--- config.mk ---
export PLATFORM = sky130hd
export DESIGN_NAME = bbw_fifo
export DESIGN_NICKNAME = d
export VERILOG_FILES = /design/src/rtl/core/bbw_pkg.sv /design/src/rtl/core/bbw_fifo.sv
export SDC_FILE = /design/constraint.sdc
export NUM_CORES = 1
export LEC_CHECK = 0
export ABC_CLOCK_PERIOD_IN_PS = 3050
export BUFFER_PORTS_ARGS = -buffer_cell sky130_fd_sc_hd__buf_2
export CAP_MARGIN = 10
export CORE_MARGIN = 2
export CORE_UTILIZATION = 52
export CTS_CLUSTER_DIAMETER = 120
export CTS_CLUSTER_SIZE = 40
export DETAILED_ROUTE_END_ITERATION = 8
export PLACE_DENSITY_LB_ADDON = 0.15
export SYNTH_ARGS = -nofsm -noshare
export SYNTH_HDL_FRONTEND = slang
export SYNTH_SLANG_ARGS = --single-unit
--- constraint.sdc ---
create_clock -name clk -period 3.05 [get_ports clk]
set_input_delay 0.1525 -clock clk [delete_from_list [all_inputs] [get_ports clk]]
set_output_delay 0.1525 -clock clk [all_outputs]
set_load 0.05 [all_outputs]
--- src/rtl/core/bbw_pkg.sv ---
package bbw_pkg;

    localparam int MAX_BINS    = 16;
    localparam int MAX_ORDER   = 4;
    localparam int SAMPLE_BITS = 16;

    localparam int BIN_W  = $clog2(MAX_BINS);
    localparam int CNT_W  = $clog2(MAX_BINS + 1);
    localparam int ORD_W  = $clog2(MAX_ORDER + 1);
    localparam int FRAC_W = 16;
    localparam int Z_W    = CNT_W + FRAC_W;
    localparam int Q_W    = Z_W + 1;
    localparam int B_W    = 32;
    localparam int P_W    = Z_W + B_W;
    localparam int W_W    = 16;
    localparam int CFG_W  = 5;
    localparam int IDX_W  = 1;
    localparam int KIDX_W = 6;
    localparam int D_W    = 2;
    localparam int DIV_STEPS = Q_W / 2;
    localparam int STEP_W = $clog2(DIV_STEPS);

    localparam logic [IDX_W-1:0] REG_NUM_BINS     = 1'b0;
    localparam logic [IDX_W-1:0] REG_SPLINE_ORDER = 1'b1;

    localparam logic [B_W-1:0] ONE_Q30  = 32'h4000_0000;
    localparam logic [B_W-1:0] HALF_Q15 = 32'h0000_4000;
    localparam logic [W_W-1:0] W_MAX    = 16'h8000;
    localparam logic [31:0]    RECIP3   = 32'hAAAA_AAAB;

    typedef struct packed {
        logic             err;
        logic [Z_W-1:0]   z;
        logic [BIN_W-1:0] j;
        logic [CNT_W-1:0] n;
        logic [ORD_W-1:0] k;
    } bbw_job_t;

    function automatic logic [CNT_W-1:0] span_of(logic [CNT_W-1:0] n, logic [ORD_W-1:0] k);
        return n - CNT_W'(k) + CNT_W'(1);
    endfunction

    function automatic logic [CNT_W-1:0] knot_at(logic [KIDX_W-1:0] idx,
                                                 logic [CNT_W-1:0] n,
                                                 logic [ORD_W-1:0] k);
        logic [KIDX_W-1:0] kk;
        logic [KIDX_W-1:0] nn;
        logic [KIDX_W-1:0] v;
        kk = KIDX_W'(k);
        nn = KIDX_W'(n);
        v  = idx - kk + KIDX_W'(1);
        if (idx < kk)
            return '0;
        else if (idx < nn)
            return v[CNT_W-1:0];
        else
            return span_of(n, k);
    endfunction

endpackage

--- src/rtl/core/bbw_fifo.sv ---
module bbw_fifo import bbw_pkg::*;
(
    input  logic     clk,
    input  logic     rst_n,
    input  logic     push_valid,
    output logic     push_ready,
    input  bbw_job_t push_data,
    output logic     pop_valid,
    input  logic     pop_ready,
    output bbw_job_t pop_data
);

    bbw_job_t   mem_reg [2];
    logic       wr_ptr_reg;
    logic       rd_ptr_reg;
    logic [1:0] cnt_reg;
    logic       do_push;
    logic       do_pop;

    assign push_ready = (cnt_reg != 2'd2);
    assign pop_valid  = (cnt_reg != 2'd0);
    assign pop_data   = mem_reg[rd_ptr_reg];
    assign do_push    = push_valid && push_ready;
    assign do_pop     = pop_valid && pop_ready;

    always_ff @(posedge clk)
    begin
        if (do_push)
            mem_reg[wr_ptr_reg] <= push_data;
    end

    always_ff @(posedge clk or negedge rst_n)
    begin
        if (!rst_n)
        begin
            wr_ptr_reg <= 1'b0;
            rd_ptr_reg <= 1'b0;
            cnt_reg    <= 2'd0;
        end
        else
        begin
            if (do_push)
                wr_ptr_reg <= !wr_ptr_reg;
            if (do_pop)
                rd_ptr_reg <= !rd_ptr_reg;
            if (do_push && !do_pop)
                cnt_reg <= cnt_reg + 2'd1;
            else if (do_pop && !do_push)
                cnt_reg <= cnt_reg - 2'd1;
        end
    end

endmodule

# After elaboration in Yosys (flattened, before gate mapping)
# Memories as Yosys holds them, arrays and structs flattened.
# Cells that the tools add are included.
dict set report word_totals {
  register_bits 4
  mem_bits_rw 68
  input_bits 38
  output_inout_bits 36
  wordCells 21
  mem_count 1
}
# memory depth word_bits rd rd_ports_with_merged_regs write_ports line_no
set mem_list {}
lappend mem_list {mem_reg 2 34 1 0 1 bbw_fifo.sv:13} ;# bbw_job_t mem_reg [2];
dict set report op_classes {
  add_sub_neg 2
  n_eq_ne 1
  n_mux 4
  n_reduce_logical 10
}
# cell n
set op_table {}
lappend op_table {{logical AND 1 bit} 4}
lappend op_table {{logical NOT 1 bit} 4}
lappend op_table {{2-to-1 mux 2 bit} 2}
lappend op_table {{nonzero test 2 bit} 2}
lappend op_table {{adder 2 x 1 -> 2 bit, second input constant} 1}
lappend op_table {{2-to-1 mux 1 bit} 2}
lappend op_table {{!= test 2 bit, second input constant} 1}
lappend op_table {{subtractor 2 x 1 -> 2 bit, second input constant} 1}

# Depth between registers and ports, before layout
# Gate-level depths: netlist of run 1.
dict set report depth {
  depth_word 6
  ltp_mapped 7
  depth_no_buf 7
}

# Worst setup path before layout of run 1
# No wires, ideal clock.
dict set report synth_timing {
  path_kind {register to register}
  startpoint {reg cnt_reg[0]}
  endpoint {mem mem_reg[0][0] in the netlist's numbering (enable)}
  setup_ns 0.425
  arrival_ns 2.508
  required_ns 2.625
  setup_slack_ns 0.117
  path_stages_with_launch 4
  path_buffers 0
  synth_period_minus_slack_ns 2.933
  path_cell_list {dfrtp_1 -> nand2b_1 -> nand2_1 -> nor2_1}
}
dict set report synth_via {
  elab_chain_cells 4
}
# element line_no
set synth_rtl {}
lappend synth_rtl {{start, declared} bbw_fifo.sv:16} ;# logic [1:0] cnt_reg;
lappend synth_rtl {{start signal, assigned} bbw_fifo.sv:47} ;# cnt_reg <= cnt_reg + 2'd1;
lappend synth_rtl {{start signal, assigned} bbw_fifo.sv:49} ;# cnt_reg <= cnt_reg - 2'd1;
lappend synth_rtl {{!= test 2 bit} bbw_fifo.sv:20} ;# assign push_ready = (cnt_reg != 2'd2);
lappend synth_rtl {{net push_ready} bbw_fifo.sv:6} ;# output logic push_ready,
lappend synth_rtl {{logical AND 1 bit} bbw_fifo.sv:23} ;# assign do_push = push_valid && push_ready;
lappend synth_rtl {{2-to-1 mux 1 bit} bbw_fifo.sv:28} ;# if (do_push)
lappend synth_rtl {{2-to-1 mux 1 bit (not written as such)} bbw_fifo.sv:29} ;# mem_reg[wr_ptr_reg] <= push_data;
lappend synth_rtl {{end, declared} bbw_fifo.sv:13}
# The timed path passes the listed nets, and every way through them passes these cells.

==> results of run 1 <==
[worst paths after layout]
check                                  startpoint  cells after the start                       end
setup / recovery           rd_ptr_reg$_DFFE_PN0P_                      2              pop_data[33]
hold / removal                      push_data[33]                      1  mem_reg[1][33]$_DFFE_PP_
setup reg to reg           cnt_reg[0]$_DFFE_PN0P_                      3  mem_reg[0][16]$_DFFE_PP_
hold reg to reg            cnt_reg[1]$_DFFE_PN0P_                      1    cnt_reg[1]$_DFFE_PN0P_
max in group asynchronous                   rst_n                      2    rd_ptr_reg$_DFFE_PN0P_
min in group asynchronous                   rst_n                      2    wr_ptr_reg$_DFFE_PN0P_
[power by group through the flow]
stage / Combinational, mW / Sequential [mW] / Clock (mW)
2_1_floorplan: 1.53 / 1.43 / 0
3_3_place_gp: 1.60 / 1.55 / 0
3_5_place_dp: 1.62 / 1.58 / 0
4_1_cts: 1.66 / 1.55 / 0.879
5_1_grt: 1.73 / 1.58 / 0.919
6_report: 1.64 / 1.55 / 0.864
[logic make-up (layout without fill, tap and decap cells)]
group         count (synthesis)  count (layout)  share of synthesized area
xor+xnor                      5               5                     0.0156
fa+ha+maj                     1               1                    0.00447
simple gates                  7               7                     0.0121
buf+inv                       5             118                     0.0268
mux                          34              34                      0.176
flops                        72              72                      0.765
[stage by stage]
step                      setup slack, ps  instance area [um^2]  instances
after global routing                  751                  3700        307
after CTS                             816                  3700        307
after floorplan                       117                  2800        124
after detailed placement             1160                  3190        263
final                                 856                  3700        307
after global placement               1230                  3190        263
[cells in the final DEF (no fill, tap or decap), types with 2 or more instances in the layout]
master | Yosys | routed
buf_2 | 0 | 73
bufinv_16 | 0 | 3
clkbuf_8 | 0 | 9
clkinv_1 | 0 | 2
dfrtp_1 | 4 | 3
dlygate4sd3_1 | 0 | 28
edfxtp_1 | 68 | 68
mux2_2 | 5 | 5
mux2_4 | 29 | 29
nand2_1 | 2 | 2
xnor2_1 | 3 | 3
xor2_1 | 2 | 2
[worst reg2reg max path, delay by kind of cell (launching register included)]
family / cells / cell delay, ps
AND/OR/NAND/NOR: 3 / 1060
flip-flops: 1 / 410
[area by class of cell]
| class | count | area [um^2] |
|---|---|---|
| timing repair buffer | 101 | 646 |
| clock inverter | 7 | 110 |
| inverter | 1 | 3.75 |
| tap | 70 | 87.6 |
| clock buffer | 9 | 124 |
| multi-input combinational | 47 | 591 |
| fill | 351 | 1440 |
| sequential | 72 | 2140 |
[layer usage]
metal,share of wire,global-route usage
met4,0.021,0.0911
met1,0.41,0.195
met5,0,0
met3,0.055,0.0453
met2,0.52,0.274
[timing repair]
item                      4_1_cts  5_1_grt
setup buffers                   0        0
hold buffers                   28        0
hold endpoints to repair       56        0
==> results.toml, run 1 <==
[timing]
setup_viol = 0
max_freq_ghz = 0.456
report.final.slew_viol_count = 0
relSlewSlack = 0.302
finalHoldViolations = 0
fin_crit_ps = 2190
finClkSkew_ps = 9.38
grt_setup_unrepaired = "false"
setup-tns-final_ps = 0
hold_slack_ps = 16.4
worst_pin_slew_ps = 1050
finalCritPeriodShare = 0.719

[synthesis]
ys_top_cells_by_area = "edfxtp_1 73%, mux2_4 16%, dfrtp_1 3.6%, buf_12 2.1%, mux2_2 2.0%"
synth.top_cells.by_count = "68 x edfxtp_1, 29 x mux2_4, 5 x mux2_2, 4 x dfrtp_1"
synthesis.area_um2 = 2800
ys_ff_latch = 72
async_reset_ff_frac = 0.0556
yosysWarnings = 0
synth_most_common_cell = "edfxtp_1"
synth_edf_count = 68
synth_top_flop_cell = "edfxtp_1"
ys_types = 15
syn_area_per_cell_um2 = 22.6
netlist_instances = 124
syn-num-nets = 163
ys_seq_area_frac = 0.765
yosysTopAreaCellShare = 0.730
yosys.area.top_type = "edfxtp_1"

[drt]
postRouteAntennaNets = 0
vias = 1460
drcViolationCount = 0
drt_wl_total_um = 4480
routedWlPerCell_um = 14.6
drt_iter0_drc = 65
drt-pass1-iter-count = 4
avgViaCountPerCell = 4.76

[cts]
cts_tree = "done"
ctsRootBufferMaster = "clkbuf_8"
cts_max_path_buffers = 2
cts_max_level = 3
cts_made_buffers = 9
cts_resized = 0
cts.sink_count = 72
clk_pin_slew_worst_paths_ps = 70
clk_latency_ps = 330

[worst_hold_path]
hold_path.class = "input pin to flop"

[critical_path]
critPathLaunchType = "flop"
endpoint_kind = "primary output"
path_class = "flop to primary output"
path_delay_family = "flip-flops"
crit_chain = "mux2_2 > buf_2"
slowest_stage = "dfrtp_2"
critPathMaxFanout = 35
crit_arrival_ps = 2040
worst_path_largest_cell_delay_ps = 1050
cp_num_buf_inv = 1
required_ps = 2900
r2r_slack_ps = 1190

[floorplan]
start_util = 0.545
die_width_um = 77.4
die_area_um2 = 5990
io_pins = 74
rows = 26
die_y_um = 77.4
placeableCoreArea_um2 = 5140

[grt]
grt_util_all_layers = 0.165
grt_pass1_vias = 1554
antenna_found_initial = 0
grt_pass1_wl_um = 7320
grt_start_max_net_pins = 36
overflow = 0

[power]
leakage_nw = 1.50
power.switching_mw = 1.59
finalPower_mw = 4.05
intPower_mw = 2.46
swShare = 0.392
seqPwrFrac = 0.382
combinationalPowerShare = 0.405
power_density_nw_per_um2 = 1090
peakVddDrop_uv = 802
clockPowerShare = 0.213

[layout]
nets = 271
n_antenna_cell = 0
drive_above_1_share = 0.523
area_delta_synth_final_pct = 32.4
largest_register_ffs = 68
utilization = 0.721

[placement]
io_buffers = 73
gp_congestion = 0.691

[run_status]
outcome = "finished, final reports clean"

[flow_run]
drv_cap = 0
Power figures use the tool's default switching activity.
==> inputs of run 2 (changes only) <==
Settings changed: ABC_CLOCK_PERIOD_IN_PS 3050 to 2000, CORE_UTILIZATION 52 to 47.
Clock period 3.05 ns to 2 ns, I/O delays scaled along.
==> run 2 against run 1 <==
Sequential power rose by 45%. Clock power rose by 68%. Sequential share of layout area fell by 2.6 points. Highest routed layer unchanged. Via count rose by 3.7%. Final cell count rose by 5.9%. Combinational power rose by 67%. Critical endpoint is now pop_data[18]. Clock-buffer cell count did not move. Critical path depth rose by 1. Clock skew fell by 4.3 ps.
==> results.toml, run 2 (same netlist as run 1, synthesis figures left out) <==
[timing]
report.final.slew_viol_count = 0
finalCritPeriodShare = 0.915
relSlewSlack = 0.713
finClkSkew_ps = 5.05
setup-tns-final_ps = 0
worst_slack_ps = 171
max_freq_ghz = 0.547
setup_viol = 0
fin_crit_ps = 1830
worst_pin_slew_ps = 431
grt_setup_unrepaired = "false"
finalHoldViolations = 0

[drt]
drcViolationCount = 0
postRouteAntennaNets = 0
drt_iter0_drc = 60
drt_wl_total_um = 4690
avgViaCountPerCell = 4.66
vias = 1514
drt-pass1-iter-count = 4
routedWlPerCell_um = 14.4

[power]
seqPwrFrac = 0.349
intPower_mw = 3.98
power_density_nw_per_um2 = 1660
swShare = 0.383
finalPower_mw = 6.44
clockPowerShare = 0.226
peakVddDrop_uv = 1270
power.switching_mw = 2.47
combinationalPowerShare = 0.425
leakage_nw = 1.59

[placement]
dpl_worst_slack_ps = 386
io_buffers = 73
place_area_um2 = 3270
gp_congestion = 0.733
dp_hpwl_um = 3060

[grt]
grt_util_all_layers = 0.157
antenna_found_initial = 0
overflow = 0
grt_start_max_net_pins = 23
grt_pass1_vias = 1593
grt_pass1_wl_um = 7370

[floorplan]
die_y_um = 81.2
die_area_um2 = 6590
start_util = 0.478
rows = 28
io_pins = 74
placeableCoreArea_um2 = 5850
die_width_um = 81.2

[cts]
clk_latency_ps = 340
cts_setup_buffers = 0
ctsRootBufferMaster = "clkbuf_8"
clk_pin_slew_worst_paths_ps = 70
cts_resized = 0
cts_max_level = 3
cts_tree = "done"
cts.sink_count = 72
cts_max_path_buffers = 2
cts_made_buffers = 9

[critical_path]
path_class = "flop to primary output"
critPathMaxFanout = 13
endpoint_kind = "primary output"
critPathLaunchType = "flop"
required_ps = 1900
crit_arrival_ps = 1730

[layout]
nets = 284
n_antenna_cell = 0
final_area_um2 = 3880
final_common_cell = "buf_2"
layout_common_cells = "73 x buf_2, 68 x edfxtp_1, 35 x dlygate4sd3_1, 29 x mux2_4, 9 x clkbuf_8"
area_delta_synth_final_pct = 38.5
drive_above_1_share = 0.528
largest_register_ffs = 68
utilization = 0.663

[worst_hold_path]
hold_path.class = "input pin to flop"

[run_status]
outcome = "finished, final reports clean"

[flow_run]
drv_cap = 0
[run 2: power groups by stage]
stage	combinational, mW	sequential, mW	clock (mW)
after global routing	2.89	2.29	1.55
after floorplan	2.34	2.18	0
final	2.74	2.25	1.45
after global placement	2.67	2.25	0
after detailed placement	2.72	2.29	0
after CTS	2.77	2.26	1.48
[run 2: final timing paths]
| check | cells after the start | slack (ps) | start | end |
|---|---|---|---|---|
| max reg2reg | 6 | 380 | cnt_reg[0]$_DFFE_PN0P_ | cnt_reg[1]$_DFFE_PN0P_ |
| min | 3 | 60 | pop_ready | rd_ptr_reg$_DFFE_PN0P_ |
| min in group asynchronous | 2 | 90 | rst_n | wr_ptr_reg$_DFFE_PN0P_ |
| min reg2reg | 1 | 540 | cnt_reg[1]$_DFFE_PN0P_ | cnt_reg[1]$_DFFE_PN0P_ |
| max | 3 | 170 | rd_ptr_reg$_DFFE_PN0P_ | pop_data[18] |
| max in group asynchronous | 2 | 1770 | rst_n | rd_ptr_reg$_DFFE_PN0P_ |
[run 2: per-layer routing]
layer  track usage  up-vias  routed length (um)
met2         0.283       43                2560
met4        0.0661        0                  89
met1         0.168      746                1800
met3        0.0522        8                 235
met5             0        -                   0
li1              -      717                   -
[run 2: cell type report]
cell class / count / area, um^2
sequential: 72 / 2140
fill: 417 / 1970
timing repair buffer: 114 / 786
multi-input combinational: 47 / 593
clock inverter: 7 / 134
clock buffer: 9 / 124
tap: 75 / 93.8
inverter: 1 / 3.75
[run 2: repair_timing]
item | 4_1_cts | 5_1_grt
hold endpoints to repair | 72 | 0
setup endpoints to repair | 0 | 0
hold buffers | 35 | 0
[run 2: worst max-delay path, cell delays in order, from the launching register on]
cell and delay, ps:
dfrtp_2 640, buf_12 220, mux2_4 310, buf_2 210
[run 2: stage by stage]
stage | hold slack, ps | instances
after floorplan | -196 | 124
after global placement | -94.6 | 274
after detailed placement | -89.7 | 274
after CTS | 44.3 | 325
after global routing | 73.3 | 325
final | 57.3 | 325
