File: config.mk
export PLATFORM = sky130hd
export DESIGN_NAME = bbw_front_flat
export DESIGN_NICKNAME = d
export VERILOG_FILES = /design/src/rtl/core/bbw_pkg.sv /design/src/rtl/core/bbw_ifaces.sv /design/src/rtl/core/bbw_front.sv /design/src/flat_wrapper.sv
export SDC_FILE = /design/constraint.sdc
export NUM_CORES = 1
export LEC_CHECK = 0
export BUFFER_PORTS_ARGS = -buffer_cell sky130_fd_sc_hd__buf_2
export CORE_ASPECT_RATIO = 0.7
export CORE_UTILIZATION = 35
export DETAILED_ROUTE_END_ITERATION = 6
export SYNTH_ARGS = -nofsm -noshare
export SYNTH_HDL_FRONTEND = slang
export SYNTH_SLANG_ARGS = --single-unit
File: constraint.sdc
create_clock -name clk -period 15.7 [get_ports clk]
set_clock_uncertainty 0.2 [all_clocks]
set_input_delay 1.57 -clock clk [delete_from_list [all_inputs] [get_ports clk]]
set_output_delay 1.57 -clock clk [all_outputs]
set_load 0.005 [all_outputs]
File: src/rtl/core/bbw_pkg.sv
package bbw_pkg;

    localparam int MAX_BINS    = 16;
    localparam int MAX_ORDER   = 4;
    localparam int SAMPLE_BITS = 16;

    localparam int BIN_W  = $clog2(MAX_BINS);
    localparam int CNT_W  = $clog2(MAX_BINS + 1);
    localparam int ORD_W  = $clog2(MAX_ORDER + 1);
    localparam int FRAC_W = 16;
    localparam int Z_W    = CNT_W + FRAC_W;
    localparam int Q_W    = Z_W + 1;
    localparam int B_W    = 32;
    localparam int P_W    = Z_W + B_W;
    localparam int W_W    = 16;
    localparam int CFG_W  = 5;
    localparam int IDX_W  = 1;
    localparam int KIDX_W = 6;
    localparam int D_W    = 2;
    localparam int DIV_STEPS = Q_W / 2;
    localparam int STEP_W = $clog2(DIV_STEPS);

    localparam logic [IDX_W-1:0] REG_NUM_BINS     = 1'b0;
    localparam logic [IDX_W-1:0] REG_SPLINE_ORDER = 1'b1;

    localparam logic [B_W-1:0] ONE_Q30  = 32'h4000_0000;
    localparam logic [B_W-1:0] HALF_Q15 = 32'h0000_4000;
    localparam logic [W_W-1:0] W_MAX    = 16'h8000;
    localparam logic [31:0]    RECIP3   = 32'hAAAA_AAAB;

    typedef struct packed {
        logic             err;
        logic [Z_W-1:0]   z;
        logic [BIN_W-1:0] j;
        logic [CNT_W-1:0] n;
        logic [ORD_W-1:0] k;
    } bbw_job_t;

    function automatic logic [CNT_W-1:0] span_of(logic [CNT_W-1:0] n, logic [ORD_W-1:0] k);
        return n - CNT_W'(k) + CNT_W'(1);
    endfunction

    function automatic logic [CNT_W-1:0] knot_at(logic [KIDX_W-1:0] idx,
                                                 logic [CNT_W-1:0] n,
                                                 logic [ORD_W-1:0] k);
        logic [KIDX_W-1:0] kk;
        logic [KIDX_W-1:0] nn;
        logic [KIDX_W-1:0] v;
        kk = KIDX_W'(k);
        nn = KIDX_W'(n);
        v  = idx - kk + KIDX_W'(1);
        if (idx < kk)
            return '0;
        else if (idx < nn)
            return v[CNT_W-1:0];
        else
            return span_of(n, k);
    endfunction

endpackage

File: src/rtl/core/bbw_ifaces.sv
interface bbw_in_if import bbw_pkg::*; ();
    logic                          valid;
    logic                          ready;
    logic signed [SAMPLE_BITS-1:0] sample;
    logic signed [SAMPLE_BITS-1:0] row_min;
    logic signed [SAMPLE_BITS-1:0] row_max;

    modport source (output valid, output sample, output row_min, output row_max,
                    input ready);
    modport sink   (input valid, input sample, input row_min, input row_max,
                    output ready);
endinterface


File: src/rtl/core/bbw_front.sv
module bbw_front import bbw_pkg::*;
(
    input  logic             clk,
    input  logic             rst_n,
    bbw_in_if.sink           in_ch,
    input  logic [CNT_W-1:0] n,
    input  logic [ORD_W-1:0] k,
    output logic             job_valid,
    input  logic             job_ready,
    output bbw_job_t         job
);

    typedef enum logic [1:0] {ST_IDLE, ST_DIV, ST_OUT} state_t;

    state_t                        state_reg;
    logic                          hold_valid_reg;
    logic signed [SAMPLE_BITS-1:0] hold_s_reg;
    logic signed [SAMPLE_BITS-1:0] hold_lo_reg;
    logic signed [SAMPLE_BITS-1:0] hold_hi_reg;
    logic [SAMPLE_BITS-1:0]        rem_reg;
    logic [Q_W-1:0]                xb_reg;
    logic [Q_W-1:0]                q_reg;
    logic [SAMPLE_BITS-1:0]        den_reg;
    logic [STEP_W-1:0]             step_reg;
    logic                          err_reg;
    logic [CNT_W-1:0]              n_reg;
    logic [ORD_W-1:0]              k_reg;

    logic signed [SAMPLE_BITS:0]   num_s;
    logic signed [SAMPLE_BITS:0]   den_s;
    logic signed [SAMPLE_BITS:0]   a_s;
    logic signed [SAMPLE_BITS:0]   d_s;
    logic [CNT_W-1:0]              span_in;
    logic [Z_W-1:0]                prod;
    logic                          bad;
    logic [SAMPLE_BITS:0]          r1;
    logic [SAMPLE_BITS:0]          r1m;
    logic [SAMPLE_BITS:0]          r2;
    logic [SAMPLE_BITS:0]          r2m;
    logic                          ge1;
    logic                          ge2;
    logic [CNT_W-1:0]              span_out;
    logic [Q_W-1:0]                lastz;
    logic [KIDX_W-1:0]             jsum;
    logic [KIDX_W-1:0]             jmax;

    assign in_ch.ready = !hold_valid_reg;

    // classify the held beat
    always_comb
    begin
        num_s   = hold_s_reg - hold_lo_reg;
        den_s   = hold_hi_reg - hold_lo_reg;
        a_s     = den_s[SAMPLE_BITS] ? -num_s : num_s;
        d_s     = den_s[SAMPLE_BITS] ? -den_s : den_s;
        span_in = span_of(n, k);
        prod    = Z_W'(a_s[SAMPLE_BITS-1:0]) * Z_W'(span_in);
        bad     = (den_s == '0) || a_s[SAMPLE_BITS] ||
                  ({1'b0, prod} >= {d_s[SAMPLE_BITS-1:0], 6'b0});
    end

    // two quotient bits per cycle
    always_comb
    begin
        r1  = {rem_reg, xb_reg[Q_W-1]};
        ge1 = r1 >= {1'b0, den_reg};
        r1m = ge1 ? r1 - {1'b0, den_reg} : r1;
        r2  = {r1m[SAMPLE_BITS-1:0], xb_reg[Q_W-2]};
        ge2 = r2 >= {1'b0, den_reg};
        r2m = ge2 ? r2 - {1'b0, den_reg} : r2;
    end

    always_comb
    begin
        span_out  = span_of(n_reg, k_reg);
        lastz     = {1'b0, span_out, {FRAC_W{1'b0}}};
        jsum      = KIDX_W'(q_reg[Z_W-1:FRAC_W]) + KIDX_W'(k_reg) - KIDX_W'(1);
        jmax      = KIDX_W'(n_reg) - KIDX_W'(1);
        job_valid = (state_reg == ST_OUT);
        job.err   = err_reg || (q_reg > lastz);
        job.z     = q_reg[Z_W-1:0];
        job.j     = (jsum > jmax) ? jmax[BIN_W-1:0] : jsum[BIN_W-1:0];
        job.n     = n_reg;
        job.k     = k_reg;
    end

    always_ff @(posedge clk or negedge rst_n)
    begin
        if (!rst_n)
        begin
            state_reg      <= ST_IDLE;
            hold_valid_reg <= 1'b0;
        end
        else
        begin
            if (in_ch.valid && in_ch.ready)
            begin
                hold_valid_reg <= 1'b1;
                hold_s_reg     <= in_ch.sample;
                hold_lo_reg    <= in_ch.row_min;
                hold_hi_reg    <= in_ch.row_max;
            end
            unique case (state_reg)
                ST_IDLE:
                begin
                    if (hold_valid_reg)
                    begin
                        hold_valid_reg <= 1'b0;
                        n_reg          <= n;
                        k_reg          <= k;
                        err_reg        <= bad;
                        q_reg          <= '0;
                        rem_reg        <= SAMPLE_BITS'(prod[Z_W-1:6]);
                        xb_reg         <= {prod[5:0], {FRAC_W{1'b0}}};
                        den_reg        <= d_s[SAMPLE_BITS-1:0];
                        step_reg       <= '0;
                        state_reg      <= bad ? ST_OUT : ST_DIV;
                    end
                end
                ST_DIV:
                begin
                    q_reg    <= {q_reg[Q_W-3:0], ge1, ge2};
                    xb_reg   <= {xb_reg[Q_W-3:0], 2'b00};
                    rem_reg  <= r2m[SAMPLE_BITS-1:0];
                    step_reg <= step_reg + STEP_W'(1);
                    if (step_reg == STEP_W'(DIV_STEPS - 1))
                        state_reg <= ST_OUT;
                end
                ST_OUT:
                begin
                    if (job_ready)
                        state_reg <= ST_IDLE;
                end
                default:
                    state_reg <= ST_IDLE;
            endcase
        end
    end

endmodule

File: src/flat_wrapper.sv
// flat-port wrapper written by rule: the top's interface ports become plain ports
module bbw_front_flat import bbw_pkg::*;
  (clk, rst_n, n, k, job_valid, job_ready, job, in_ch_valid, in_ch_sample, in_ch_row_min, in_ch_row_max, in_ch_ready);
  bbw_in_if in_ch_i ();
  input  logic clk;
  input  logic rst_n;
  input  logic [CNT_W-1:0] n;
  input  logic [ORD_W-1:0] k;
  output logic job_valid;
  input  logic job_ready;
  output bbw_job_t job;
  input wire logic [$bits(in_ch_i.valid)-1:0] in_ch_valid;
  input wire logic [$bits(in_ch_i.sample)-1:0] in_ch_sample;
  input wire logic [$bits(in_ch_i.row_min)-1:0] in_ch_row_min;
  input wire logic [$bits(in_ch_i.row_max)-1:0] in_ch_row_max;
  output wire logic [$bits(in_ch_i.ready)-1:0] in_ch_ready;
  assign in_ch_i.valid = in_ch_valid;
  assign in_ch_i.sample = in_ch_sample;
  assign in_ch_i.row_min = in_ch_row_min;
  assign in_ch_i.row_max = in_ch_row_max;
  assign in_ch_ready = in_ch_i.ready;
  bbw_front u_core (.clk(clk), .rst_n(rst_n), .in_ch(in_ch_i), .n(n), .k(k), .job_valid(job_valid), .job_ready(job_ready), .job(job));
endmodule
* After elaboration in Yosys (flattened, before gate mapping)
Cells that the tools add are included.
Operators by class: add/subtract/negate cells 14, multipliers 1, order comparisons 5, eq/ne operators 6, muxes and demuxes 21, reductions and logical operators 12
Operators by type and width (number):
- one-hot mux 22 bit (2 select lines) | 2
- 2-to-1 mux 16 bit | 4
- 2-to-1 mux 22 bit | 2
- >= comparator 17 x 16 -> 1 bit | 2
- subtractor 16 x 16 -> 17 bit | 2
- one-hot mux 16 bit (2 select lines) | 1
- subtractor 16 bit | 2
- >= comparator 21 x 22 -> 1 bit | 1
- > comparator 22 x 21 -> 1 bit | 1
- multiplier 16 x 5 -> 21 bit | 1
- logical NOT 17 bit | 1
- 2-to-1 mux 17 bit | 1
- negation 17 bit | 1
- negation 16 bit | 1
- adder 5 x 1 -> 5 bit, second input constant | 2
- subtractor 5 x 3 -> 5 bit | 2
- AND reduction 3 bit | 3
- 2-to-1 mux 2 bit | 4
- 2-to-1 mux 4 bit | 2
- one-hot mux 4 bit (2 select lines) | 1
- adder 5 x 3 -> 6 bit | 1
- > comparator 6 bit | 1
- inequality test 2 x 1 -> 1 bit, second input constant | 3
- one-hot mux 2 bit (3 select lines) | 1
- other kinds (13) | 17
Word-level totals: flip-flop bits (word level) 140, output and inout port bits 36, word-level logic and storage cells 72

* Depth between registers and ports, before layout
depth after elaboration 9, depth in mapped cells 41, depth with buffers taken out 40

* Worst setup path after synthesis
No wires, ideal clock.
path type input port to flip-flop, start input port n[1], end register u_core.state_reg[1], setup time 118 ps, data arrival time 8399 ps, data required time 15382 ps, setup slack 6983 ps, stages on the path 32, buffers on the path 1, cell sequence inv_1 > ha_1 > inv_1 > ha_1 > inv_1 > fa_1 > xor2_1 > clkbuf_1 > nor2_1 > fa_1 > fa_1 > inv_1 > fa_1 > inv_1 > ha_1 > a21o_1 > a21o_1 > a21o_1 > a2111oi_0 > nor2_1 > a221o_1 > a31oi_1 > o21ai_0 > xor2_1 > ha_1 > or4_1 > a211oi_1 > a21oi_1 > nor2_1 > a32oi_1 > a32o_2 > a21o_1
On the way: word-level cells in the longest chain between the ends 8
RTL lines:
- start: declaration | RTL line flat_wrapper.sv:7 | input logic [CNT_W-1:0] n;
- subtractor 5 x 3 -> 5 bit | RTL line bbw_pkg.sv:40 | return n - CNT_W'(k) + CNT_W'(1);
- adder 5 x 1 -> 5 bit | RTL line bbw_pkg.sv:40
- multiplier 16 x 5 -> 21 bit | RTL line bbw_front.sv:57 | prod = Z_W'(a_s[SAMPLE_BITS-1:0]) * Z_W'(span_in);
- >= comparator 21 x 22 -> 1 bit | RTL line bbw_front.sv:59 | ({1'b0, prod} >= {d_s[SAMPLE_BITS-1:0], 6'b0});
- logical OR 1 bit | RTL line bbw_front.sv:58 | bad = (den_s == '0) || a_s[SAMPLE_BITS] ||
- via u_core.bad | RTL line bbw_front.sv:35 | logic bad;
- 2-to-1 mux 2 bit | RTL line bbw_front.sv:117 | state_reg <= bad ? ST_OUT : ST_DIV;
- 2-to-1 mux 2 bit | RTL line bbw_front.sv:106 | if (hold_valid_reg)
- one-hot mux 2 bit (3 select lines) | RTL line bbw_front.sv:103 | unique case (state_reg)
- end signal: assignment | RTL line bbw_front.sv:117
- end: declaration | RTL line bbw_front.sv:15 | state_t state_reg;
The timed path passes the listed nets, and every way through them passes these cells. The select of a mux whose other input is x is not followed. A chain may end at the register's enable or synchronous reset.

* Final worst setup path
start register u_core.hold_lo_reg[0], end register u_core.state_reg[1]
On the way: word-level cells in the longest chain between the ends 9, elaborated cells between the ends (all ways) 14, classes of those cells add/sub (4); mul (1); order compare (1); mux (5); reduce/logical (3)
RTL lines:
- start: declaration | RTL line bbw_front.sv:18 | logic signed [SAMPLE_BITS-1:0] hold_lo_reg;
- start signal: assignment | RTL line bbw_front.sv:100 | hold_lo_reg <= in_ch.row_min;
- subtractor 16 x 16 -> 17 bit | RTL line bbw_front.sv:52 | num_s = hold_s_reg - hold_lo_reg;
- negation 17 bit | RTL line bbw_front.sv:54 | a_s = den_s[SAMPLE_BITS] ? -num_s : num_s;
- 2-to-1 mux 17 bit | RTL line bbw_front.sv:54
- multiplier 16 x 5 -> 21 bit | RTL line bbw_front.sv:57
- >= comparator 21 x 22 -> 1 bit | RTL line bbw_front.sv:59
- logical OR 1 bit (*) | RTL line bbw_front.sv:58
- via u_core.bad | RTL line bbw_front.sv:35
- 2-to-1 mux 2 bit (*) | RTL line bbw_front.sv:117
- 2-to-1 mux 2 bit (*) | RTL line bbw_front.sv:106
- one-hot mux 2 bit (3 select lines) (*) | RTL line bbw_front.sv:103
Mark *: on every way through the listed nets, which the timed path passes. The rest lies on a longest branch. The select of a mux whose other input is x is not followed.

==> results.md <==
* Run status: finished, final reports clean
* Fraction of layout instances using a drive strength above 1 at 0.1136
* Delay of the slowest critical-path stage at 0.63 ns
* Total Die Area at 35020 µm²
* Total of cells resized after clock tree synthesis at 0
* Antenna viol nets, final at 0
* Post-layout instance area at between 10000 and 15000 µm²
* Most frequent cell after synthesis: sky130_fd_sc_hd__inv_1
* Total negative slack for setup checks at 0 ns
* Port Buffers at 95
* Count of hold-fix buffers inserted at cts at 0
* Worst reg2reg path startpoint: u_core.hold_lo_reg[0]
* Actual transition at the worst max-transition pin at 0.9231 ns
* Number of antenna repair diodes at 0
* Critical Path Sink Type: flop
* Count of pins over their slew limit at 0
* Htree depth at 4
* TritonCTS clock tree: built
* Maximum number of pins on one net before global-route repair at 49
* Proportion of synthesized chip area in sequential cells at 0.3093
* Number of buffers inserted during clock tree synthesis at 17
* Area growth syn-to-layout at 11.58%
* Clock latency on the worst-skew pair at 0.45 ns
* Startpoint of the tightest hold check path: u_core.xb_reg[17]
* Post-placement cell count at 1785
* Cell at the root of the clock tree: sky130_fd_sc_hd__clkbuf_16
* End of the worst hold path: u_core.xb_reg[19]
* Die height at 156.9 µm
* Post-detailed-routing wire length at just under 30000 µm
* Flip-flop count of the largest register, all copies and words added at 22
* Starting DRC count in detailed routing at 701
* RSZ-0062 raised after global routing: no
* Cells on worst reg2reg path at 37
* Detailed-placement wirelength estimate at approximately 23000 µm
* Core area at 33630 µm²
* Width of the die at 223.2 µm
* Iteration count of the initial detailed-routing pass at 5
* Post-synth EDFFs at 121
* Top post-synthesis cells by count: sky130_fd_sc_hd__inv_1 (151), sky130_fd_sc_hd__ha_1 (144), sky130_fd_sc_hd__edfxtp_1 (121)
* Setup Crit Path Kind: flop to flop
* Antenna violations before repair at 0
* Setup violation total in the final timing report at 0
* Largest cells by area after synthesis: sky130_fd_sc_hd__edfxtp_1 (30%), sky130_fd_sc_hd__ha_1 (15%), sky130_fd_sc_hd__fa_1 (8.2%), sky130_fd_sc_hd__inv_1 (4.7%), sky130_fd_sc_hd__xnor2_1 (4.6%)
* Signal arrival time at the worst endpoint at between 9 and 10 ns
* Library cell with the largest summed area after synthesis: sky130_fd_sc_hd__edfxtp_1
* Startpoint type of the worst setup path: flop
* Average detailed-routed wire length per instance at 16.25 µm
* Total number of nets in the final design at approximately 1600
* Achievable frequency at 105.3 MHz
* Share of the clock period used by the worst path at 0.6046
* Bufs on Longest Clock Path at 2
* Synthesized cell area at between 10000 and 15000 µm²
* Number of buffers inserted to repair setup after CTS at 0
* GRT Util Overall at 0.1725
* Final Hold Viols at 0
* Share of flip-flops with an asynchronous set or reset at 0.02419
* Post-synth net total at 1545
* Global-route wire length before repair at around 47000 µm
* Gate count after technology mapping at 1292
* Overflow left after global routing at 0
* Worst reg2reg setup slack at 6.21 ns
* Time the final worst path needs with I/O delays and setup at 9.492 ns
* Average vias per placed instance at ~5.1
* Number of unique standard cell types used by synthesis at 69
* Synthesized flop and latch total at around 120
* Most used DFF post-synth: sky130_fd_sc_hd__edfxtp_1
* Maximum fanout along the worst path at 17
* Number of cells on the worst hold path at 2
* Final cell count without fillers at 1817
* Placer's final routability congestion estimate at 0.9289
* Via count at 9277
* Clock sink total at 124
* Std-Cell Rows at 56
* Type of the most critical hold path: flop to flop
* Required time of the critical path at between 15 and 20 ns
* Starting density of the core at 0.3565
* Top-area cell type share of the netlist area at 0.3030
* Number of top-level pins at 96
* Remaining design rule violation count at 0
* # Max-Cap Violations at 0
* Vias in the first global route at roughly 8800
* Max-slew headroom at 0.3825
* Worst r2r dst: u_core.state_reg[1]
* Yosys warning count at 0
* Clock input transition at the sequential cells of the worst setup and hold paths at 0.07 ns
* Post-placement cell area at 12840 µm²
* Mean area per synthesized cell at 9.281 µm²
* Share of the core filled with cells in the final layout at 0.3978
* Slowest library cell on the worst path: sky130_fd_sc_hd__o31ai_1
[worst max path at each step]
| stage | from | to | slack (ns) | cells past startpoint |
|---|---|---|---|---|
| finish | u_core.hold_lo_reg[0] | u_core.state_reg[1] | 6.21 | 37 |
| global route | u_core.hold_lo_reg[0] | u_core.state_reg[0] | 5.58 | 37 |
| CTS | u_core.hold_lo_reg[0] | u_core.state_reg[1] | 6.25 | 37 |
| detailed placement | n[1] | u_core.state_reg[1] | 6.14 | 32 |
| global placement | n[1] | u_core.state_reg[1] | 6.24 | 32 |
| floorplan | n[1] | u_core.state_reg[1] | 6.98 | 32 |
[cell type report]
| type | instances | area, µm² |
|---|---|---|
| clock buffer | 17 | 425.4 |
| timing repair buffer | 104 | 543.0 |
| clock inverter | 15 | 113.9 |
| multi-input combinational | 971 | 7478 |
| tap | 435 | 544.3 |
| fill | 3365 | 20250 |
| sequential | 124 | 3709 |
| inverter | 151 | 566.8 |
[critical path, delay by kind of cell (launching register included)]
| kind | cells | cell delay, ns |
|---|---|---|
| adders and majority gates | 7 | 2.60 |
| DFF | 1 | 0.45 |
| and+or+nand+nor | 8 | 1.32 |
| buffers and inverters | 4 | 0.42 |
| AOI/OAI and AO/OA | 16 | 3.82 |
| xor gates and xnor gates | 2 | 0.57 |
[per-stage QoR]
stage                     hold WS [ns]  setup WS [ns]
after floorplan                 0.2836          6.983
after global placement          0.2977          6.236
after detailed placement        0.2965          6.136
after CTS                       0.3119          6.250
after global routing            0.3416          5.578
final                           0.3186          6.208
[metal layers]
metal | global-route usage | part of all wire | vias to the layer above
met2 | 0.2558 | 0.42 | 222
met1 | 0.2562 | 0.52 | 4367
met3 | 0.02722 | 0.044 | 30
met5 | 0 | 0 | -
li1 | - | - | 4658
met4 | 0.04893 | 0.014 | 0
[layout by cell type (no fill, tap or decap), types with 14 or more instances in the layout]
master	count
sky130_fd_sc_hd__a211oi_1	14
sky130_fd_sc_hd__a21o_1	33
sky130_fd_sc_hd__a21oi_1	77
sky130_fd_sc_hd__and2_1	29
sky130_fd_sc_hd__buf_2	95
sky130_fd_sc_hd__clkbuf_16	17
sky130_fd_sc_hd__edfxtp_1	121
sky130_fd_sc_hd__fa_1	49
sky130_fd_sc_hd__ha_1	144
sky130_fd_sc_hd__inv_1	151
sky130_fd_sc_hd__nand2_1	93
sky130_fd_sc_hd__nand2b_1	23
sky130_fd_sc_hd__nand3_1	21
sky130_fd_sc_hd__nor2_1	114
sky130_fd_sc_hd__nor2b_1	26
sky130_fd_sc_hd__nor3_1	19
sky130_fd_sc_hd__o21a_1	18
sky130_fd_sc_hd__o21ai_0	63
sky130_fd_sc_hd__xnor2_1	63
sky130_fd_sc_hd__xor2_1	39
[logic make-up (layout without fill, tap and decap cells)]
kind of cell / after synthesis / in the layout / share of synthesized area
and+or+nand+nor: 398 / 398 / 0.1648
AOI/OAI and AO/OA: 269 / 269 / 0.1434
buffers and inverters: 197 / 287 / 0.06834
adders and majority gates: 193 / 193 / 0.2321
DFF: 124 / 124 / 0.3093
xor gates and xnor gates: 102 / 102 / 0.07450
muxes: 9 / 9 / 0.007721
Power is left out: the tool's default activity adds up to more than one toggle a clock period on the data nets, which glitch-free logic cannot reach.
